[src/design/ufrs_pkg.sv]
// ----------------------------------------------------------------------------
// Update fetch retry scheduler package
// Shared constants, action codes and request/result structs.
// ----------------------------------------------------------------------------
`default_nettype none

package ufrs_pkg;

  // Default width of the nudge tag.
  localparam int TAG_BITS_DEF = 16;

  // Fixed field widths.
  localparam int BV_BITS     = 32;
  localparam int TICK_BITS   = 32;
  localparam int STATUS_BITS = 10;

  // Reset value of the cooldown register.
  localparam logic [TICK_BITS-1:0] COOLDOWN_RST = 32'd60000;

  // Command codes carried in in_tuser.
  localparam logic CMD_NUDGE   = 1'b0;
  localparam logic CMD_SERVICE = 1'b1;

  // HTTP status codes of interest.
  localparam logic [STATUS_BITS-1:0] HTTP_OK        = 10'd200;
  localparam logic [STATUS_BITS-1:0] HTTP_BAD_REQ   = 10'd400;
  localparam logic [STATUS_BITS-1:0] HTTP_UNAUTH    = 10'd401;
  localparam logic [STATUS_BITS-1:0] HTTP_NOT_FOUND = 10'd404;
  localparam logic [STATUS_BITS-1:0] HTTP_CONFLICT  = 10'd409;

  // Action reported with each result.
  typedef enum logic [2:0] {
    ACT_NONE        = 3'd0,
    ACT_ACK         = 3'd1,
    ACT_STARTED     = 3'd2,
    ACT_START_FAIL  = 3'd3,
    ACT_APPLIED     = 3'd4,
    ACT_RETRY_LATER = 3'd5,
    ACT_RETRY_NOW   = 3'd6,
    ACT_DROPPED     = 3'd7
  } ufrs_act_t;

  // One request, without the tag (its width is a parameter).
  typedef struct packed {
    logic                   command;
    logic [BV_BITS-1:0]     nudge_ver;
    logic [BV_BITS-1:0]     dev_ver;
    logic                   fetch_busy;
    logic [TICK_BITS-1:0]   now_ticks;
    logic                   start_ok;
    logic                   fetch_done;
    logic [STATUS_BITS-1:0] resp_code;
    logic                   verify_ok;
    logic                   apply_ok;
  } ufrs_req_t;

  // One result, without the tag.
  typedef struct packed {
    ufrs_act_t          action;
    logic [BV_BITS-1:0] result_bv;
    logic               pending_flag;
    logic               fetching_flag;
  } ufrs_res_t;

endpackage

`default_nettype wire

[src/design/ufrs_in_stage.sv]
// ----------------------------------------------------------------------------
// Update fetch retry scheduler input stage
// Holds one accepted request until the decision logic consumes it.
// ----------------------------------------------------------------------------
`default_nettype none

module ufrs_in_stage #(
  parameter int TAG_BITS = ufrs_pkg::TAG_BITS_DEF
) (
  input  wire                      clk,
  input  wire                      rst_n,
  input  wire                      in_valid,
  output logic                     in_ready,
  input  ufrs_pkg::ufrs_req_t      in_req,
  input  wire  [TAG_BITS-1:0]      in_tag,
  input  wire                      take,
  output logic                     s1_valid,
  output ufrs_pkg::ufrs_req_t      s1_req,
  output logic [TAG_BITS-1:0]      s1_tag
);
  import ufrs_pkg::*;

  logic                valid_r;
  logic                valid_nxt;
  ufrs_req_t           req_r;
  logic [TAG_BITS-1:0] tag_r;
  logic                load;

  // Room when empty or when the held request leaves in this cycle.
  assign in_ready  = !valid_r || take;
  assign load      = in_valid && in_ready;
  assign valid_nxt = load || (valid_r && !take);

  always_ff @(posedge clk) begin
    if (!rst_n) begin
      valid_r <= 1'b0;
    end else begin
      valid_r <= valid_nxt;
    end
  end

  // Request payload.
  always_ff @(posedge clk) begin
    if (load) begin
      req_r <= in_req;
      tag_r <= in_tag;
    end
  end

  assign s1_valid = valid_r;
  assign s1_req   = req_r;
  assign s1_tag   = tag_r;

endmodule

`default_nettype wire

[src/design/ufrs_core.sv]
// ----------------------------------------------------------------------------
// Update fetch retry scheduler decision core
// Holds the scheduler state and decides one action per request.
// ----------------------------------------------------------------------------
`default_nettype none

module ufrs_core #(
  parameter int TAG_BITS = ufrs_pkg::TAG_BITS_DEF
) (
  input  wire                                 clk,
  input  wire                                 rst_n,
  input  wire                                 cfg_wr_en,
  input  wire  [ufrs_pkg::TICK_BITS-1:0]      cfg_wr_data,
  input  wire                                 fire,
  input  ufrs_pkg::ufrs_req_t                 req,
  input  wire  [TAG_BITS-1:0]                 req_tag,
  output ufrs_pkg::ufrs_res_t                 res,
  output logic [TAG_BITS-1:0]                 res_tag
);
  import ufrs_pkg::*;

  // Control state.
  logic                 fetching_r, fetching_nxt;
  logic                 pend_r, pend_nxt;
  logic                 armed_r, armed_nxt;
  logic                 tried_r, tried_nxt;
  logic [TICK_BITS-1:0] cooldown_r;

  // Payload state.
  logic [BV_BITS-1:0]   pend_bv_r, pend_bv_nxt;
  logic [TAG_BITS-1:0]  pend_tag_r, pend_tag_nxt;
  logic [BV_BITS-1:0]   fly_bv_r, fly_bv_nxt;
  logic [TAG_BITS-1:0]  fly_tag_r, fly_tag_nxt;
  logic [TICK_BITS-1:0] last_r, last_nxt;

  logic [TICK_BITS-1:0] elapsed;
  logic                 due;
  logic                 is_drop;
  ufrs_act_t            act;
  logic [BV_BITS-1:0]   rbv;
  logic [TAG_BITS-1:0]  rtag;

  // Cooldown check with wrapping time.
  assign elapsed = req.now_ticks - last_r;
  assign due     = armed_r || !tried_r || (elapsed >= cooldown_r);
  assign is_drop = (req.resp_code == HTTP_BAD_REQ) || (req.resp_code == HTTP_UNAUTH) ||
                   (req.resp_code == HTTP_NOT_FOUND);

  // Next state and action for the current request.
  always_comb begin
    fetching_nxt = fetching_r;
    pend_nxt     = pend_r;
    armed_nxt    = armed_r;
    tried_nxt    = tried_r;
    pend_bv_nxt  = pend_bv_r;
    pend_tag_nxt = pend_tag_r;
    fly_bv_nxt   = fly_bv_r;
    fly_tag_nxt  = fly_tag_r;
    last_nxt     = last_r;
    act          = ACT_NONE;
    rbv          = '0;
    rtag         = '0;
    if (req.command == CMD_NUDGE) begin
      if (req.nudge_ver <= req.dev_ver) begin
        act  = ACT_ACK;
        rbv  = req.nudge_ver;
        rtag = req_tag;
      end else begin
        // Newest nudge takes the pending slot.
        pend_nxt     = 1'b1;
        pend_bv_nxt  = req.nudge_ver;
        pend_tag_nxt = req_tag;
      end
    end else if (!fetching_r) begin
      if (pend_r) begin
        if (pend_bv_r <= req.dev_ver) begin
          pend_nxt = 1'b0;
          act      = ACT_ACK;
          rbv      = pend_bv_r;
          rtag     = pend_tag_r;
        end else if (!req.fetch_busy && due) begin
          // An attempt counts even when the launch fails.
          pend_nxt  = 1'b0;
          last_nxt  = req.now_ticks;
          tried_nxt = 1'b1;
          rbv       = pend_bv_r;
          rtag      = pend_tag_r;
          if (req.start_ok) begin
            fly_bv_nxt   = pend_bv_r;
            fly_tag_nxt  = pend_tag_r;
            armed_nxt    = 1'b0;
            fetching_nxt = 1'b1;
            act          = ACT_STARTED;
          end else begin
            act = ACT_START_FAIL;
          end
        end
      end
    end else if (req.fetch_done) begin
      rbv          = fly_bv_r;
      rtag         = fly_tag_r;
      fetching_nxt = 1'b0;
      priority if (req.resp_code == HTTP_OK && req.verify_ok && req.apply_ok) begin
        act = ACT_APPLIED;
      end else if (req.resp_code == HTTP_CONFLICT) begin
        act       = ACT_RETRY_NOW;
        armed_nxt = 1'b1;
      end else if (is_drop) begin
        act = ACT_DROPPED;
      end else begin
        act = ACT_RETRY_LATER;
      end
      // Re-queue only when no newer nudge took the slot.
      if ((act == ACT_RETRY_NOW || act == ACT_RETRY_LATER) && !pend_r) begin
        pend_nxt     = 1'b1;
        pend_bv_nxt  = fly_bv_r;
        pend_tag_nxt = fly_tag_r;
      end
    end
  end

  // Control registers.
  always_ff @(posedge clk) begin
    if (!rst_n) begin
      fetching_r <= 1'b0;
      pend_r     <= 1'b0;
      armed_r    <= 1'b0;
      tried_r    <= 1'b0;
      cooldown_r <= COOLDOWN_RST;
    end else begin
      if (fire) begin
        fetching_r <= fetching_nxt;
        pend_r     <= pend_nxt;
        armed_r    <= armed_nxt;
        tried_r    <= tried_nxt;
      end
      if (cfg_wr_en) begin
        cooldown_r <= cfg_wr_data;
      end
    end
  end

  // Payload registers; each is read only after it was written.
  always_ff @(posedge clk) begin
    if (fire) begin
      pend_bv_r  <= pend_bv_nxt;
      pend_tag_r <= pend_tag_nxt;
      fly_bv_r   <= fly_bv_nxt;
      fly_tag_r  <= fly_tag_nxt;
      last_r     <= last_nxt;
    end
  end

  assign res.action        = act;
  assign res.result_bv     = rbv;
  assign res.pending_flag  = pend_nxt;
  assign res.fetching_flag = fetching_nxt;
  assign res_tag           = rtag;

endmodule

`default_nettype wire

[src/design/ufrs_out_stage.sv]
// ----------------------------------------------------------------------------
// Update fetch retry scheduler output stage
// Result register that holds a result until the receiver takes it.
// ----------------------------------------------------------------------------
`default_nettype none

module ufrs_out_stage #(
  parameter int TAG_BITS = ufrs_pkg::TAG_BITS_DEF
) (
  input  wire                      clk,
  input  wire                      rst_n,
  input  wire                      load,
  input  ufrs_pkg::ufrs_res_t      res,
  input  wire  [TAG_BITS-1:0]      res_tag,
  output logic                     free,
  output logic                     out_valid,
  input  wire                      out_ready,
  output ufrs_pkg::ufrs_res_t      out_res,
  output logic [TAG_BITS-1:0]      out_tag
);
  import ufrs_pkg::*;

  logic                valid_r;
  logic                valid_nxt;
  ufrs_res_t           res_r;
  logic [TAG_BITS-1:0] tag_r;

  // A new result may enter when empty or when the held one leaves.
  assign free      = !valid_r || out_ready;
  assign valid_nxt = load || (valid_r && !out_ready);

  always_ff @(posedge clk) begin
    if (!rst_n) begin
      valid_r <= 1'b0;
    end else begin
      valid_r <= valid_nxt;
    end
  end

  // Result payload.
  always_ff @(posedge clk) begin
    if (load) begin
      res_r <= res;
      tag_r <= res_tag;
    end
  end

  assign out_valid = valid_r;
  assign out_res   = res_r;
  assign out_tag   = tag_r;

endmodule

`default_nettype wire

[src/design/update_fetch_retry_scheduler.sv]
// ----------------------------------------------------------------------------
// Update fetch retry scheduler
// Schedules fetches of a versioned update after version nudges.
// ----------------------------------------------------------------------------
// Usage:
//   Requests enter on the in_ stream: in_tuser carries the command (nudge or
//   service step), in_tdata the nudge, the stored version, the fetch guard,
//   the time and the result of a finished fetch. Every request gives exactly
//   one result on the out_ stream: out_tuser carries the action, out_tdata
//   the tag and version it concerns and the pending and fetching flags.
//   The cooldown register is written through cfg_wr_en/cfg_wr_data; the user must
//   write it only while no request is in flight, which the block does not enforce.
//   A request is accepted into the input register, then decided and
//   captured in the result register. Throughput is one request per cycle
//   while the receiver does not stall, set by the single decision stage
//   that reads and updates the scheduler state in the same cycle.
//   When the receiver stalls, the result register holds its result, the
//   input register still takes one more request, and in_tready then drops.
//   Reset (synchronous, rst_n low) empties both registers, clears the
//   pending slot, the fetching phase and the retry marks, and loads the
//   cooldown with its default of 60000 ticks.
// ----------------------------------------------------------------------------
`default_nettype none

module update_fetch_retry_scheduler #(
  parameter int  TAG_BITS   = ufrs_pkg::TAG_BITS_DEF,
  localparam int IN_BITS    = 111 + TAG_BITS,
  localparam int IN_TDATA_W = ((IN_BITS + 7) / 8) * 8,
  localparam int OUT_BITS   = 34 + TAG_BITS,
  localparam int OUT_TDATA_W = ((OUT_BITS + 7) / 8) * 8
) (
  input  wire                       clk,
  input  wire                       rst_n,
  // Request stream.
  input  wire                       in_tvalid,
  output logic                      in_tready,
  // tdata: nudge_ver, nudge_tag, dev_ver, fetch_busy, now_ticks, start_ok,
  //        fetch_done, resp_code, verify_ok, apply_ok (lowest bit first)
  input  wire  [IN_TDATA_W-1:0]     in_tdata,
  // tuser: command
  input  wire  [0:0]                in_tuser,
  // Result stream.
  output logic                      out_tvalid,
  input  wire                       out_tready,
  // tdata: result_tag, result_bv, pending_flag, fetching_flag
  output logic [OUT_TDATA_W-1:0]    out_tdata,
  // tuser: action
  output logic [2:0]                out_tuser,
  // Cooldown register.
  input  wire                       cfg_wr_en,
  input  wire  [31:0]               cfg_wr_data
);
  import ufrs_pkg::*;

  ufrs_req_t           in_req;
  logic [TAG_BITS-1:0] in_tag;
  logic                s1_valid;
  ufrs_req_t           s1_req;
  logic [TAG_BITS-1:0] s1_tag;
  logic                out_free;
  logic                fire;
  ufrs_res_t           core_res;
  logic [TAG_BITS-1:0] core_tag;
  ufrs_res_t           out_res;
  logic [TAG_BITS-1:0] out_tag;

  // Unpack the request.
  always_comb begin
    in_req.command    = in_tuser[0];
    in_req.nudge_ver  = in_tdata[31:0];
    in_req.dev_ver    = in_tdata[TAG_BITS+32 +: BV_BITS];
    in_req.fetch_busy = in_tdata[TAG_BITS+64];
    in_req.now_ticks  = in_tdata[TAG_BITS+65 +: TICK_BITS];
    in_req.start_ok   = in_tdata[TAG_BITS+97];
    in_req.fetch_done = in_tdata[TAG_BITS+98];
    in_req.resp_code  = in_tdata[TAG_BITS+99 +: STATUS_BITS];
    in_req.verify_ok  = in_tdata[TAG_BITS+109];
    in_req.apply_ok   = in_tdata[TAG_BITS+110];
    in_tag            = in_tdata[32 +: TAG_BITS];
  end

  assign fire = s1_valid && out_free;

  ufrs_in_stage #(.TAG_BITS(TAG_BITS)) u_in (
    .clk      (clk),
    .rst_n    (rst_n),
    .in_valid (in_tvalid),
    .in_ready (in_tready),
    .in_req   (in_req),
    .in_tag   (in_tag),
    .take     (out_free),
    .s1_valid (s1_valid),
    .s1_req   (s1_req),
    .s1_tag   (s1_tag)
  );

  ufrs_core #(.TAG_BITS(TAG_BITS)) u_core (
    .clk         (clk),
    .rst_n       (rst_n),
    .cfg_wr_en   (cfg_wr_en),
    .cfg_wr_data (cfg_wr_data),
    .fire        (fire),
    .req         (s1_req),
    .req_tag     (s1_tag),
    .res         (core_res),
    .res_tag     (core_tag)
  );

  ufrs_out_stage #(.TAG_BITS(TAG_BITS)) u_out (
    .clk       (clk),
    .rst_n     (rst_n),
    .load      (fire),
    .res       (core_res),
    .res_tag   (core_tag),
    .free      (out_free),
    .out_valid (out_tvalid),
    .out_ready (out_tready),
    .out_res   (out_res),
    .out_tag   (out_tag)
  );

  // Pack the result.
  always_comb begin
    out_tdata                          = '0;
    out_tdata[TAG_BITS-1:0]            = out_tag;
    out_tdata[TAG_BITS +: BV_BITS]     = out_res.result_bv;
    out_tdata[TAG_BITS+32]             = out_res.pending_flag;
    out_tdata[TAG_BITS+33]             = out_res.fetching_flag;
    out_tuser                          = out_res.action;
  end

endmodule

`default_nettype wire

[config.mk]
export PLATFORM = sky130hd
export DESIGN_NAME = update_fetch_retry_scheduler
export DESIGN_NICKNAME = d
export VERILOG_FILES = /design/src/design/ufrs_pkg.sv /design/src/design/ufrs_in_stage.sv /design/src/design/ufrs_core.sv /design/src/design/ufrs_out_stage.sv /design/src/design/update_fetch_retry_scheduler.sv
export SDC_FILE = /design/constraint.sdc
export NUM_CORES = 1
export LEC_CHECK = 0
export BUFFER_PORTS_ARGS = -buffer_cell sky130_fd_sc_hd__buf_2
export CAP_MARGIN = 20
export CORE_MARGIN = 4
export CORE_UTILIZATION = 25
export CTS_CLUSTER_SIZE = 10
export DETAILED_ROUTE_END_ITERATION = 6
export PLACE_DENSITY = 0.38
export RECOVER_POWER = 25
export SETUP_SLACK_MARGIN = 0.3
export SYNTH_ARGS = -nofsm -noshare
export SYNTH_HDL_FRONTEND = slang
export SYNTH_SLANG_ARGS = --single-unit
[constraint.sdc]
create_clock -name clk -period 13.5 [get_ports clk]
set_clock_uncertainty 0.05 [all_clocks]
set_input_delay 2.025 -clock clk [delete_from_list [all_inputs] [get_ports clk]]
set_output_delay 2.025 -clock clk [all_outputs]
set_load 0.01 [all_outputs]
* Yosys cells after proc, flatten, opt, wreduce, memory -nomap -nowiden
Cells that the tools add are included.
Storage, ports and cells: register bits 347, output and inout bits 61, input bits 166
Operators by class: reductions and logical operators 31, equal/unequal tests 15, bitwise logic cells 2, order comparisons 3, add/subtract/negate cells 1, mux-type cells 61
Operators by type and width (count):
- 32-bit 2-to-1 mux | 12
- 16-bit 2-to-1 mux | 12
- 32-bit <= comparator | 2
- 10-bit by 9-bit equality test with 1-bit output (second input constant) | 4
- 3-bit 2-to-1 mux | 11
- 32-bit >= comparator | 1
- 32-bit subtractor | 1
- 1-bit 2-to-1 mux | 25
- 10-bit by 8-bit equality test with 1-bit output (second input constant) | 1
- 2-bit inequality test (second input constant) | 5
- 1-bit logical OR | 9
- 9-bit AND reduction | 1
- 1-bit logical AND | 8
- 1-bit zero test | 7
- 7-bit AND reduction | 1
- 3-bit equality test (second input constant) | 2
- 2-bit by 1-bit inequality test with 1-bit output (second input constant) | 3
- 6-bit AND reduction | 1
- 2-bit nonzero test | 3
- 5-bit AND reduction | 1
- 2-bit 2-to-1 mux | 1
- 1-bit inverter | 2

* Depth between registers and ports, before layout
Gate-level depths: netlist of run 1.
depth in word-level cells 16, depth in mapped cells 23, mapped depth without buffers 21

* Hierarchy
A second synthesis of run 1 with hierarchy kept.
Unflattened totals: cells, all modules 1195, area, all modules 16374.5 µm²
Modules (own cells, without submodules):
- ufrs_core | times used 1, area each 10777.8 µm², cells an instance 997, sequential area each 4564.4 µm²
- ufrs_in_stage | times used 1, area each 3901.2 µm², cells an instance 133, sequential area each 3863.7 µm²
- ufrs_out_stage | times used 1, area each 1640.3 µm², cells an instance 57, sequential area each 1611.5 µm²
- update_fetch_retry_scheduler | times used 1, area each 55.1 µm², cells an instance 8, sequential area each 0.0 µm²

* Worst setup path after synthesis of run 1
No wires, ideal clock.
path type register -> register, from reg u_in.req_r (netlist bit u_in.s1_req[14]), to reg u_core.armed_r, path buffers 0, library setup time 116 ps, clock period less this slack 7601 ps, arrival time 7435 ps, slack 5899 ps, required time 13334 ps, stages on the path, launching flop included 21, path through edfxtp_1 -> inv_1 -> ha_1 -> inv_1 -> fa_1 -> a21o_1 -> a221oi_2 -> o31a_2 -> o31a_4 -> a21oi_4 -> a211o_1 -> a21oi_1 -> xnor2_1 -> ha_1 -> and4_1 -> nor3b_1 -> inv_1 -> o31ai_1 -> nand3_1 -> nor3_1 -> and3b_1
On the way: word-level cells in the longest chain between the ends 6
RTL lines:
- from (decl) | RTL line ufrs_in_stage.sv:25 | ufrs_req_t req_r;
- from (signal assigned) | RTL line ufrs_in_stage.sv:45 | req_r <= in_req;
- 32-bit subtractor | RTL line ufrs_core.sv:44 | assign elapsed = req.now_ticks - last_r;
- 32-bit >= comparator | RTL line ufrs_core.sv:45 | assign due = armed_r || !tried_r || (elapsed >= cooldown_r);
- 1-bit logical OR | RTL line ufrs_core.sv:45
- 1-bit logical AND | RTL line ufrs_core.sv:81 | end else if (!req.fetch_busy && due) begin
- 2-bit nonzero test (no source line)
- 9-bit AND reduction (no source line)
- to (signal assigned) | RTL line ufrs_core.sv:134 | armed_r <= armed_nxt;
- to (decl) | RTL line ufrs_core.sv:25 | logic armed_r, armed_nxt;
Every way passes these cells. A chain may end at the register's enable or synchronous reset.

==> results of run 1 <==
## cell usage in the layout (no fill, tap or decap), drive strengths merged, types with 4 or more instances in the layout
| cell | n |
|---|---|
| a211oi | 6 |
| a21o | 16 |
| a21oi | 54 |
| a221o | 47 |
| a221oi | 5 |
| a31oi | 8 |
| and3 | 48 |
| and4 | 5 |
| buf | 220 |
| clkbuf | 66 |
| clkinv | 15 |
| conb | 6 |
| dfxtp | 38 |
| edfxtp | 309 |
| ha | 127 |
| inv | 113 |
| mux2 | 47 |
| mux2i | 25 |
| nand2 | 54 |
| nand3 | 24 |
| nand4 | 16 |
| nor2 | 30 |
| nor2b | 32 |
| nor3 | 12 |
| nor4 | 6 |
| o211ai | 14 |
| o21a | 14 |
| o21ai | 28 |
| o22ai | 4 |
| o31a | 4 |
| xnor2 | 22 |
| xor2 | 7 |
## worst max-delay path: cells and delay by family, from the launching register on
family	cells	cell delay (ns)
flops	1	0.31
compound gates	1	0.30
buf+inv	2	3.37
simple gates	2	1.80
## routing by layer
layer | share of wire, % | routed length, microns | vias to the layer above | global-route usage (%)
met5 | 0.063 | 29 | - | 0
met4 | 2.3 | 1050 | 6 | 3.74
met3 | 4.8 | 2220 | 68 | 2.68
met2 | 47 | 21300 | 248 | 21.0
met1 | 46 | 21100 | 5051 | 17.3
li1 | - | - | 5067 | -
## worst min path at each step
stage / start / to / slack, ns / cells past startpoint
floorplan: u_in.s1_req[14] / u_core.last_r[0] / 0.38 / 0
global placement: u_core.pend_tag_r[7] / u_core.fly_tag_r[7] / 0.38 / 0
detailed placement: u_in.s1_req[14] / u_core.last_r[0] / 0.39 / 0
CTS: u_core.pend_tag_r[10] / u_core.fly_tag_r[10] / 0.40 / 0
global route: u_core.pend_tag_r[10] / u_core.fly_tag_r[10] / 0.41 / 0
finish: u_core.pend_tag_r[11] / u_core.fly_tag_r[11] / 0.39 / 0
## cell type report
class | instances | share of cell area (%)
well taps | 855 | 5.42
diodes | 2 | 0.0254
clock buffers | 55 | 5.84
multi-input cells | 710 | 29.3
repair buffers | 231 | 5.92
flip-flops and latches | 347 | 50.9
inverters | 111 | 2.11
clock inverters | 17 | 0.526
## metrics by stage
stage,utilization [%],std cells
detailed placement,28.6,2254
finish,30.5,2328
global route,30.5,2327
global placement,28.6,2254
floorplan,-,1213
CTS,30.5,2326
## sequential cells by signal, indices dropped and copies added (netlist names), 16 cells and up
register and cells:
u_core.last_r 32, u_out.out_tag 16, u_out.out_res 37, u_core.pend_bv_r 32, u_in.s1_req 112, u_core.fly_tag_r 16, u_core.pend_tag_r 16, u_core.fly_bv_r 32
u_core.cooldown_r 32, u_in.s1_tag 16
## power by group
part | switching (W) | internal [W]
registers | 0.0000211 | 0.00122
clock network | 0.000462 | 0.000601
logic | 0.000141 | 0.000105
total | 0.000624 | 0.00192
## kinds of logic after synthesis
| logic type | after synthesis |
|---|---|
| mux | 72 |
| simple gates | 247 |
| flops | 347 |
| other cells | 1 |
| buf+inv | 156 |
| xor+xnor | 29 |
| compound gates | 228 |
| fa+ha+maj | 128 |
==> summary.txt, run 1 <==
Logic synthesis
  • Prevailing post-synth register cell: edfxtp_1
  • Simple-Gate Fraction of Synth Area: 8.27%
  • Cells taking the most area after synthesis: edfxtp_1 57%, ha_1 9.7%, dfxtp_1 4.6%
  • Count of flip-flops with a built-in enable after synthesis: 309
  • Count of yosys warnings during synthesis: 0
  • Ranking of synthesized cells by instance count: 309 x edfxtp_1, 127 x ha_1, 111 x inv_1
  • Area share of the largest cell type after synthesis: 56.5%
  • Most used standard cell by instance count after synthesis: edfxtp_1
  • Largest family of logic cells by synthesized area: compound AO/OA/AOI/OAI gates
  • Share of the synthesized netlist area taken by xor and xnor gates: under 10%
  • Unique cell type count in the Yosys netlist: between 70 and 80
  • Post-synthesis instance area: ~16,000 sq um
  • Mux share of post-synthesis cell area: under 10%
  • Arithmetic-cell share of the synthesized area counting full adders, half adders and majority gates: 9.80%
  • Count of state elements after synthesis: ~350
  • Mapped Avg Cell Area: 13.6 sq um
  • Most area-hungry cell type in the Yosys netlist: edfxtp_1
  • Proportion of synthesized flip-flops having asynchronous set or reset: 0%
  • Share of synthesized area occupied by flip-flops and latches: 61.2%
  • Fraction of the mapped netlist area in compound gates: 10.6%
  • Count of mapped cells out of synthesis: 1,208

STA
  • Final number of max-transition violations: 58
  • Final setup violation count: 0
  • Shortest clock period the worst path allows after layout: 6.01 ns
  • Highest Clock Rate: ~170 MHz
  • Setup ws final: 7.49 ns
  • Slew margin rel.: -175%
  • Transition time of the tightest slew-check pin: 4.12 ns
  • Hold violation count in the final report: 0
  • Total negative setup slack: 0 ns
  • Final Hold Slack: 0.394 ns
  • Tcrit/Tclk final: between 40 and 50%
  • RSZ-0062 raised after global routing: false

Global route
  • Maximum number of pins on one net before global-route repair: 58
  • Initial antenna violation count: 5
  • First-pass GRT wire length: 69,100 microns
  • Total global-route track usage: 12.9%
  • Number of global-route vias before repair: 11,000
  • Total gr overflow: 0

Clocking
  • Total setup buffers inserted after CTS: 0
  • Clock slew at the register clock pins of the worst setup and hold paths: 0.06 ns
  • Worst-Skew Late Latency: 0.58 ns
  • CTS tree: done
  • Num CTS Buffers: 44
  • Clock root buffer: clkbuf_16
  • Number of gates given a new drive strength after cts: 0
  • H-tree depth reported by CTS: 2
  • Clock net sink count: around 350
  • Hold buffers post-CTS: 0
  • Maximum buffer depth of the clock tree: 3

Power
  • IR drop worst, VDD: 79.7 uV
  • Static Leak: 7.86 nW
  • Power density of the placed cells: 129 nW/um^2
  • Total chip power: 0.00255 W

Route
  • Average wire per standard cell: slightly below 20 microns
  • Final wirelength: 45,800 microns
  • Number of violations reported at the end of detailed-routing iteration 0: 566
  • DR pass1 iterations: 5
  • Detailed-route vias per instance: 4.48
  • DR DRC count: 0
  • Routed vias: 10,400
  • Detail Route Antenna Nets: 0

Worst setup path
  • Reg2reg start: u_in.s1_req[111]
  • Delay contributed by the slowest stage of the critical path: approximately 2.9 ns
  • Critical-path cell list: clkbuf_1 -> nand2_1 -> nor2b_4 -> buf_4 -> a221o_1
  • Crit-path max FO: 57
  • Standard cell with the maximum stage delay on the critical path: clkbuf_1
  • Data arrival at the endpoint of the critical path: 6.38 ns
  • Capturing point of the worst reg2reg path: u_out.out_res[20]
  • End point of the critical path: u_out.out_res[20]
  • Type of destination of the critical path: register
  • Critical path launch point type: register
  • Slack of the worst reg-to-reg path: between 7 and 8 ns
  • CP required: 13.87 ns
  • WS Path Type: reg -> reg
  • Crit path launch: u_in.s1_req[111]
  • Cell depth of the worst flop-to-flop path: 5

Status
  • Failing checks: capacitance limit, slew limit
  • Outcome: complete, but fails checks

Placed design
  • Detail Placement HPWL: 30,700 microns
  • Placed instance area: 18,500 sq um
  • Setup slack after placement: 7.47 ns
  • Global placement routability congestion: 0.765
  • Number of port buffers: about 220

Floorplanning
  • Starting density of the core: 25.4%
  • Placement Rows: 93
  • Width of the die: 264 microns
  • I/O Pins: ~230
  • Die extent in y: between 200 and 300 microns
  • Die ar.: 69,800 sq um
  • Core area: 64,700 sq um

Cells and area
  • Area used by sequential logic in the layout: 10,000 sq um
  • Share of final-layout standard cells stronger than drive strength 1: 23.6%
  • Footprint of the multi-input gates: ~5800 sq um
  • Nets@finish: 1,739
  • Final instance area: 19,700 sq um
  • Layout area overhead: 20.3%
  • # fillers: 6,623

Job
  • Max Cap Violations: 1

Hold path
  • Type of the most critical hold path: reg -> reg
(Power assumes the default switching activity.)
==> run 2: changes to the inputs <==
--- a/config.mk
+++ b/config.mk
@@ -11,7 +11,7 @@
 export CORE_UTILIZATION = 25
 export CTS_CLUSTER_SIZE = 10
 export DETAILED_ROUTE_END_ITERATION = 6
-export PLACE_DENSITY = 0.38
+export PLACE_DENSITY = 0.4
 export RECOVER_POWER = 25
 export SETUP_SLACK_MARGIN = 0.3
 export SYNTH_ARGS = -nofsm -noshare
==> constraint.sdc (replaced) <==
create_clock -name clk -period 4.8 [get_ports clk]
set_clock_uncertainty 0.05 [all_clocks]
set_input_delay 0.72 -clock clk [delete_from_list [all_inputs] [get_ports clk]]
set_output_delay 0.72 -clock clk [all_outputs]
set_load 0.01 [all_outputs]
==> summary.txt, run 2 (same netlist as run 1, synthesis figures left out) <==
Cells and area
  • Final core occ: 32.1% (+1.5 points)
  • Footprint of the multi-input gates: 5970 sq um (+3.3%)
  • Layout area overhead: 26.4%
  • Leading cell types in the layout, fill and taps excluded: 309 x edfxtp_1, 194 x buf_2, 123 x ha_1
  • Nets@finish: 1,812 (+4.2%)
  • Share of final-layout standard cells stronger than drive strength 1: 27.7% (+4.1 points)
  • Most common library cell in the layout ignoring fill and taps: edfxtp_1
  • Max FFs per register: 112 (unchanged)
  • Area used by sequential logic in the layout: 10,000 sq um (unchanged)
  • # fillers: 6,590 (-0.50%)

Placed design
  • Detail Placement HPWL: 31,300 microns (+2.0%)
  • Global placement routability congestion: 0.773 (+1.1%)
  • Number of port buffers: 219 (unchanged)
  • Setup slack after placement: -0.262 ns (-7.73 ns)

Clocking
  • H-tree depth reported by CTS: 2 (unchanged)
  • Maximum buffer depth of the clock tree: 3 (unchanged)
  • CTS tree: done
  • Hold buffers post-CTS: 0 (unchanged)
  • Worst-Skew Late Latency: 0.56 ns (-0.02 ns)
  • Clock root buffer: clkbuf_16
  • Num CTS Buffers: 44 (unchanged)
  • Clock net sink count: 347 (unchanged)
  • Clock slew at the register clock pins of the worst setup and hold paths: 0.06 ns (about the same)

Route
  • Number of violations reported at the end of detailed-routing iteration 0: 559 (-1.2%)
  • DR pass1 iterations: 4 (-1)
  • Final wirelength: 46,200 microns (+1.1%)
  • Detail Route Antenna Nets: 0 (unchanged)
  • Detailed-route vias per instance: 4.45 (-0.87%)
  • Average wire per standard cell: 19.3 microns (-2.0%)
  • DR DRC count: 0 (unchanged)
  • Routed vias: 10,700 (+2.2%)

STA
  • Highest Clock Rate: 203 MHz (+22%)
  • RSZ-0062 raised after global routing: true
  • Final setup violation count: 87 (+87)
  • Shortest clock period the worst path allows after layout: 4.92 ns (-1.09 ns)
  • Tcrit/Tclk final: 103% (+58 points)
  • Total negative setup slack: -2.52 ns (-2.52 ns)
  • Final Hold Slack: 0.278 ns (-0.116 ns)
  • Hold violation count in the final report: 0 (unchanged)
  • Setup ws final: -0.123 ns (-7.61 ns)
  • Transition time of the tightest slew-check pin: 1.03 ns (-3.09 ns)
  • Slew margin rel.: 31.1% (+210 points)
  • Final number of max-transition violations: 0 (-100%)

Floorplanning
  • Core area: 64,700 sq um (unchanged)
  • I/O Pins: 227 (unchanged)
  • Starting density of the core: 25.4% (unchanged)
  • Die extent in y: 264 microns (unchanged)
  • Width of the die: 264 microns (unchanged)
  • Die ar.: 69,800 sq um (unchanged)
  • Placement Rows: 93 (unchanged)

Power
  • IR drop worst, VDD: 211 uV (+160%)
  • Static Leak: 8.31 nW (+5.8%)
  • Power density of the placed cells: 351 nW/um^2 (+170%)

Global route
  • Number of global-route vias before repair: 11,300 (+2.8%)
  • Maximum number of pins on one net before global-route repair: 58 (unchanged)
  • Total global-route track usage: 12.9% (about the same)
  • First-pass GRT wire length: 69,400 microns (+0.44%)
  • Initial antenna violation count: 2 (-3)
  • Total gr overflow: 0 (unchanged)

Hold path
  • Source of the worst hold timing path: in_tdata[33]
  • Type of the most critical hold path: in -> reg

Worst setup path
  • Type of destination of the critical path: register
  • WS Path Type: reg -> reg
  • Critical path launch point type: register
  • Crit path launch: u_in.s1_req[18]
  • CP required: 5.03 ns (-8.84 ns)
  • Data arrival at the endpoint of the critical path: 5.15 ns (-1.23 ns)
  • Reg2reg start: u_in.s1_req[18]
  • Crit-path max FO: 8 (-86%)

Status
  • Failing checks: setup timing
  • Outcome: complete, but fails checks

Job
  • Max Cap Violations: 0 (-1)
## run 2: final timing paths
check | endpoint | slack, ns | depth (start not counted)
worst max-delay path | u_core.last_r[20] | -0.12 | 23
worst min-delay path | u_in.s1_tag[1] | 0.28 | 1
worst max register to register | u_core.last_r[20] | -0.12 | 23
worst min register to register | u_core.fly_tag_r[15] | 0.40 | 0
## run 2: layer usage
layer	up-vias	part of all wire [%]	global-route usage (%)
met2	204	48	22.0
met1	5197	45	16.6
li1	5225	-	-
met4	0	1.6	2.87
met5	-	0	0
met3	48	5.1	3.01
## run 2: stage by stage
| step | total power [W] | instances | cell area [sq um] |
|---|---|---|---|
| global placement | 0.00429 | 2314 | 19100 |
| detailed placement | 0.00429 | 2314 | 19100 |
| global route | 0.00763 | 2399 | 20700 |
| floorplan | 0.00397 | 1213 | 16500 |
| finish | 0.00728 | 2401 | 20700 |
| CTS | 0.00742 | 2391 | 20600 |
## run 2: power breakdown
group	internal (W)	switching [W]
clock network	0.00176	0.00128
logic	0.000337	0.000408
registers	0.00342	0.0000708
## run 2: critical path, cell delays in order (launching register included)
cell and delay [ns]:
edfxtp_1 0.43, ha_4 0.30, buf_4 0.11, and3_1 0.19, a221oi_4 0.09, o31a_2 0.36, buf_6 0.13, o31a_4 0.30
a21oi_4 0.21, buf_4 0.17, a21boi_4 0.06, buf_4 0.14, xnor2_1 0.11, ha_1 0.28, nand4_1 0.15, nor3b_2 0.20
inv_1 0.09, o22a_1 0.20, o31ai_4 0.08, buf_4 0.16, nand3_2 0.13, nor3_4 0.23, buf_12 0.17, bufbuf_16 0.28
## run 2: final cells by class
| type | count | area share, % |
|---|---|---|
| Multi-Input combinational cell | 710 | 28.8 |
| Antenna cell | 2 | 0.0241 |
| Sequential cell | 347 | 48.4 |
| Clock inverter | 12 | 0.471 |
| Timing Repair Buffer | 304 | 9.44 |
| Inverter | 111 | 2.01 |
| Tap cell | 855 | 5.16 |
| Clock buffer | 60 | 5.69 |
## run 2: timing repair
item	in CTS	in global routing
buffers inserted	3	4
endpoints found under the setup margin	136	136
hold endpoints to repair	0	0
gates cloned	2	4
gates resized for setup	19	10
pin swaps	10	23
==> run 3: changes to the inputs <==
--- a/config.mk
+++ b/config.mk
@@ -7,6 +7,7 @@
 export LEC_CHECK = 0
 export BUFFER_PORTS_ARGS = -buffer_cell sky130_fd_sc_hd__buf_2
 export CAP_MARGIN = 20
+export CORE_ASPECT_RATIO = 0.7
 export CORE_MARGIN = 4
 export CORE_UTILIZATION = 25
 export CTS_CLUSTER_SIZE = 10
==> summary.txt, run 3 (same netlist as run 1, synthesis figures left out) <==
Global route
  • Number of global-route vias before repair: 11,100 (-2.5%)
  • First-pass GRT wire length: 68,900 microns (-0.69%)
  • Maximum number of pins on one net before global-route repair: 92 (+59%)
  • Total global-route track usage: 12.9% (+0.069 points)
  • Total gr overflow: 0 (unchanged)
  • Initial antenna violation count: 1 (-1)

Floorplanning
  • Width of the die: 314 microns (+19%)
  • Placement Rows: 78 (-16%)
  • I/O Pins: 227 (unchanged)
  • Core area: 64,900 sq um (+0.31%)
  • Die extent in y: 222 microns (-16%)
  • Starting density of the core: 25.3% (-0.079 points)
  • Die ar.: 69,900 sq um (about the same)

Clocking
  • Worst-Skew Late Latency: 0.57 ns (about the same)
  • Maximum buffer depth of the clock tree: 3 (unchanged)
  • Num CTS Buffers: 42 (-4.5%)
  • H-tree depth reported by CTS: 2 (unchanged)
  • Clock root buffer: clkbuf_16
  • CTS tree: done
  • Hold buffers post-CTS: 0 (unchanged)
  • Clock slew at the register clock pins of the worst setup and hold paths: 0.06 ns (about the same)
  • Clock net sink count: 347 (unchanged)

Power
  • IR drop worst, VDD: 205 uV (-2.5%)
  • Switching Fraction: 24.2% (about the same)
  • Switching power total: 0.00174 W (-1.1%)
  • Internal Dissipation: 0.00546 W (-1.2%)
  • Clock network fraction of total power: 40.9% (-0.9 points)
  • Share of power burned in registers: 48.5% (+0.5 points)
  • Total chip power: 0.00719 W (-1.2%)
  • Gate power share: 10.6% (+0.4 points)
  • Power density of the placed cells: 346 nW/um^2 (-1.5%)
  • Static Leak: 8.34 nW (+0.37%)

Worst setup path
  • WS Path Type: reg -> reg
  • Delay contributed by the slowest stage of the critical path: 0.49 ns (+0.06 ns)
  • Crit path launch: u_in.s1_req[20]
  • End point of the critical path: u_out.out_res[19]
  • Cell repeated most along the worst path: ha_1
  • Data arrival at the endpoint of the critical path: 5.30 ns (+0.15 ns)
  • Cell depth of the worst flop-to-flop path: 20 (-13%)
  • Crit-path max FO: 8 (unchanged)
  • Slack of the worst reg-to-reg path: -0.24 ns (-0.12 ns)
  • Reg2reg start: u_in.s1_req[20]
  • Critical-path cell list: ha_1 -> a21oi_2 -> o211ai_1 -> or4_4 -> o21ai_4 -> a311oi_4 -> a31oi_4 -> o21ai_1 -> xor2_1 -> ha_1 -> a21oi_1 -> o21ai_2 -> a221oi_2 -> o22a_1 -> o31ai_4 -> nand3b_4 -> nor2b_4 -> buf_12 -> clkbuf_16 -> a221o_1
  • Standard cell with the maximum stage delay on the critical path: or4_4
  • Critical path launch point type: register
  • CP required: 5.06 ns (+0.03 ns)
  • Capturing point of the worst reg2reg path: u_out.out_res[19]
  • Type of destination of the critical path: register

STA
  • Final setup violation count: 128 (+47%)
  • Hold violation count in the final report: 0 (unchanged)
  • Highest Clock Rate: 198 MHz (-2.3%)
  • Tcrit/Tclk final: 105% (+2.4 points)
  • Shortest clock period the worst path allows after layout: 5.04 ns (+0.117 ns)
  • Transition time of the tightest slew-check pin: 1.06 ns (+0.0291 ns)
  • Slew margin rel.: 29.2% (-1.9 points)
  • RSZ-0062 raised after global routing: true
  • Setup ws final: -0.241 ns (-0.117 ns)
  • Total negative setup slack: -18.86 ns (-16.34 ns)
  • Final number of max-transition violations: 0 (unchanged)

Cells and area
  • Max FFs per register: 112 (unchanged)
  • Antenna Cells: 0 (-2)
  • Layout area overhead: 26.8%
  • Most common library cell in the layout ignoring fill and taps: edfxtp_1
  • # fillers: 6,598 (+0.12%)
  • Final cell count without fillers: 2,424 (+0.96%)
  • Leading cell types in the layout, fill and taps excluded: 309 x edfxtp_1, 199 x buf_2, 124 x ha_1
  • Final instance area: 20,800 sq um (+0.31%)
  • Nets@finish: 1,818 (+0.33%)
  • Share of final-layout standard cells stronger than drive strength 1: 28.6% (+0.91 points)

Route
  • Detail Route Antenna Nets: 0 (unchanged)
  • DR pass1 iterations: 5 (+1)
  • Detailed-route vias per instance: 4.45 (+0.13%)
  • Number of violations reported at the end of detailed-routing iteration 0: 551 (-1.4%)
  • Average wire per standard cell: 19.4 microns (+0.84%)
  • Final wirelength: 47,100 microns (+1.8%)
  • Routed vias: 10,800 (+1.1%)
  • DR DRC count: 0 (unchanged)

Placed design
  • Placed instance area: 19,100 sq um (+0.18%)
  • Number of port buffers: 219 (unchanged)
  • Global placement routability congestion: 0.773 (about the same)
  • Detail Placement HPWL: 31,900 microns (+2.1%)
  • Number of instances in the placed design: 2,341 (+1.2%)

Job
  • Max Cap Violations: 0 (unchanged)

Status
  • Outcome: complete, but fails checks
  • Failing checks: setup timing

Hold path
  • Type of the most critical hold path: in -> reg
-- run 3: cell types whose count changed in the layout (fill, tap and decap cells not counted), sizes merged --
| cell | delta |
|---|---|
| buf | +13 |
| clkbuf | -6 |
| clkinv | -3 |
| diode | -2 |
| inv | -2 |
| bufbuf | -1 |
| bufinv | -1 |
-- run 3: critical path, delay by kind of cell, from the launching register on --
family	cells	cell delay, ns
AO/OA/AOI/OAI	12	2.35
XOR/XNOR	1	0.17
adder cells (fa/ha/maj)	2	0.67
buffers and inverters	2	0.34
flip-flops	1	0.38
AND/OR/NAND/NOR	3	0.79
-- run 3: metrics by stage --
step	setup WS, ns	util (%)	hold slack [ns]
after floorplan	-0.334	-	0.376
after global placement	-0.246	29.5	0.383
after detailed placement	-0.245	29.5	0.387
after CTS	-0.234	31.5	0.212
after global routing	-0.414	32.1	0.219
final	-0.241	32.1	0.271
-- run 3: worst min path at each step --
stage,from,endpoint,slack [ns],cells past startpoint
CTS,in_tdata[118],u_in.s1_req[5],0.21,1
global placement,u_core.pend_tag_r[15],u_core.fly_tag_r[15],0.38,0
detailed placement,u_core.pend_tag_r[11],u_core.fly_tag_r[11],0.39,0
finish,in_tdata[118],u_in.s1_req[5],0.27,1
floorplan,u_in.s1_req[14],u_core.last_r[0],0.38,0
global route,in_tdata[118],u_in.s1_req[5],0.22,1
-- run 3: layout make-up --
class	instances	area, sq um	share of cell area (%)
flip-flops and latches	347	10000	48.3
multi-input cells	710	5990	28.8
repair buffers	312	2040	9.80
clock buffers	58	1170	5.64
well taps	880	1100	5.29
inverters	111	417	2.00
clock inverters	6	48.8	0.235
-- run 3: layer usage --
layer / routed length [microns] / track usage [%] / part of all wire [%] / up-vias
met5: 0 / 0 / 0 / -
li1: - / - / - / 5235
met2: 20100 / 19.1 / 43 / 206
met4: 755 / 3.03 / 1.6 / 0
met1: 24200 / 19.4 / 51 / 5302
met3: 2060 / 2.61 / 4.4 / 47
-- run 3: power groups by stage --
stage,combinational (W),clock (W),sequential (W)
floorplan,0.000434,0,0.00354
global placement,0.000735,0,0.00356
detailed placement,0.000740,0,0.00355
CTS,0.000750,0.00308,0.00349
global route,0.000858,0.00320,0.00350
finish,0.000763,0.00294,0.00349
-- run 3: timing repair --
item	CTS	global route
setup endpoints to repair	136	136
buffers inserted	2	10
pin swaps	6	58
gates resized for setup	5	39
cloned	1	6
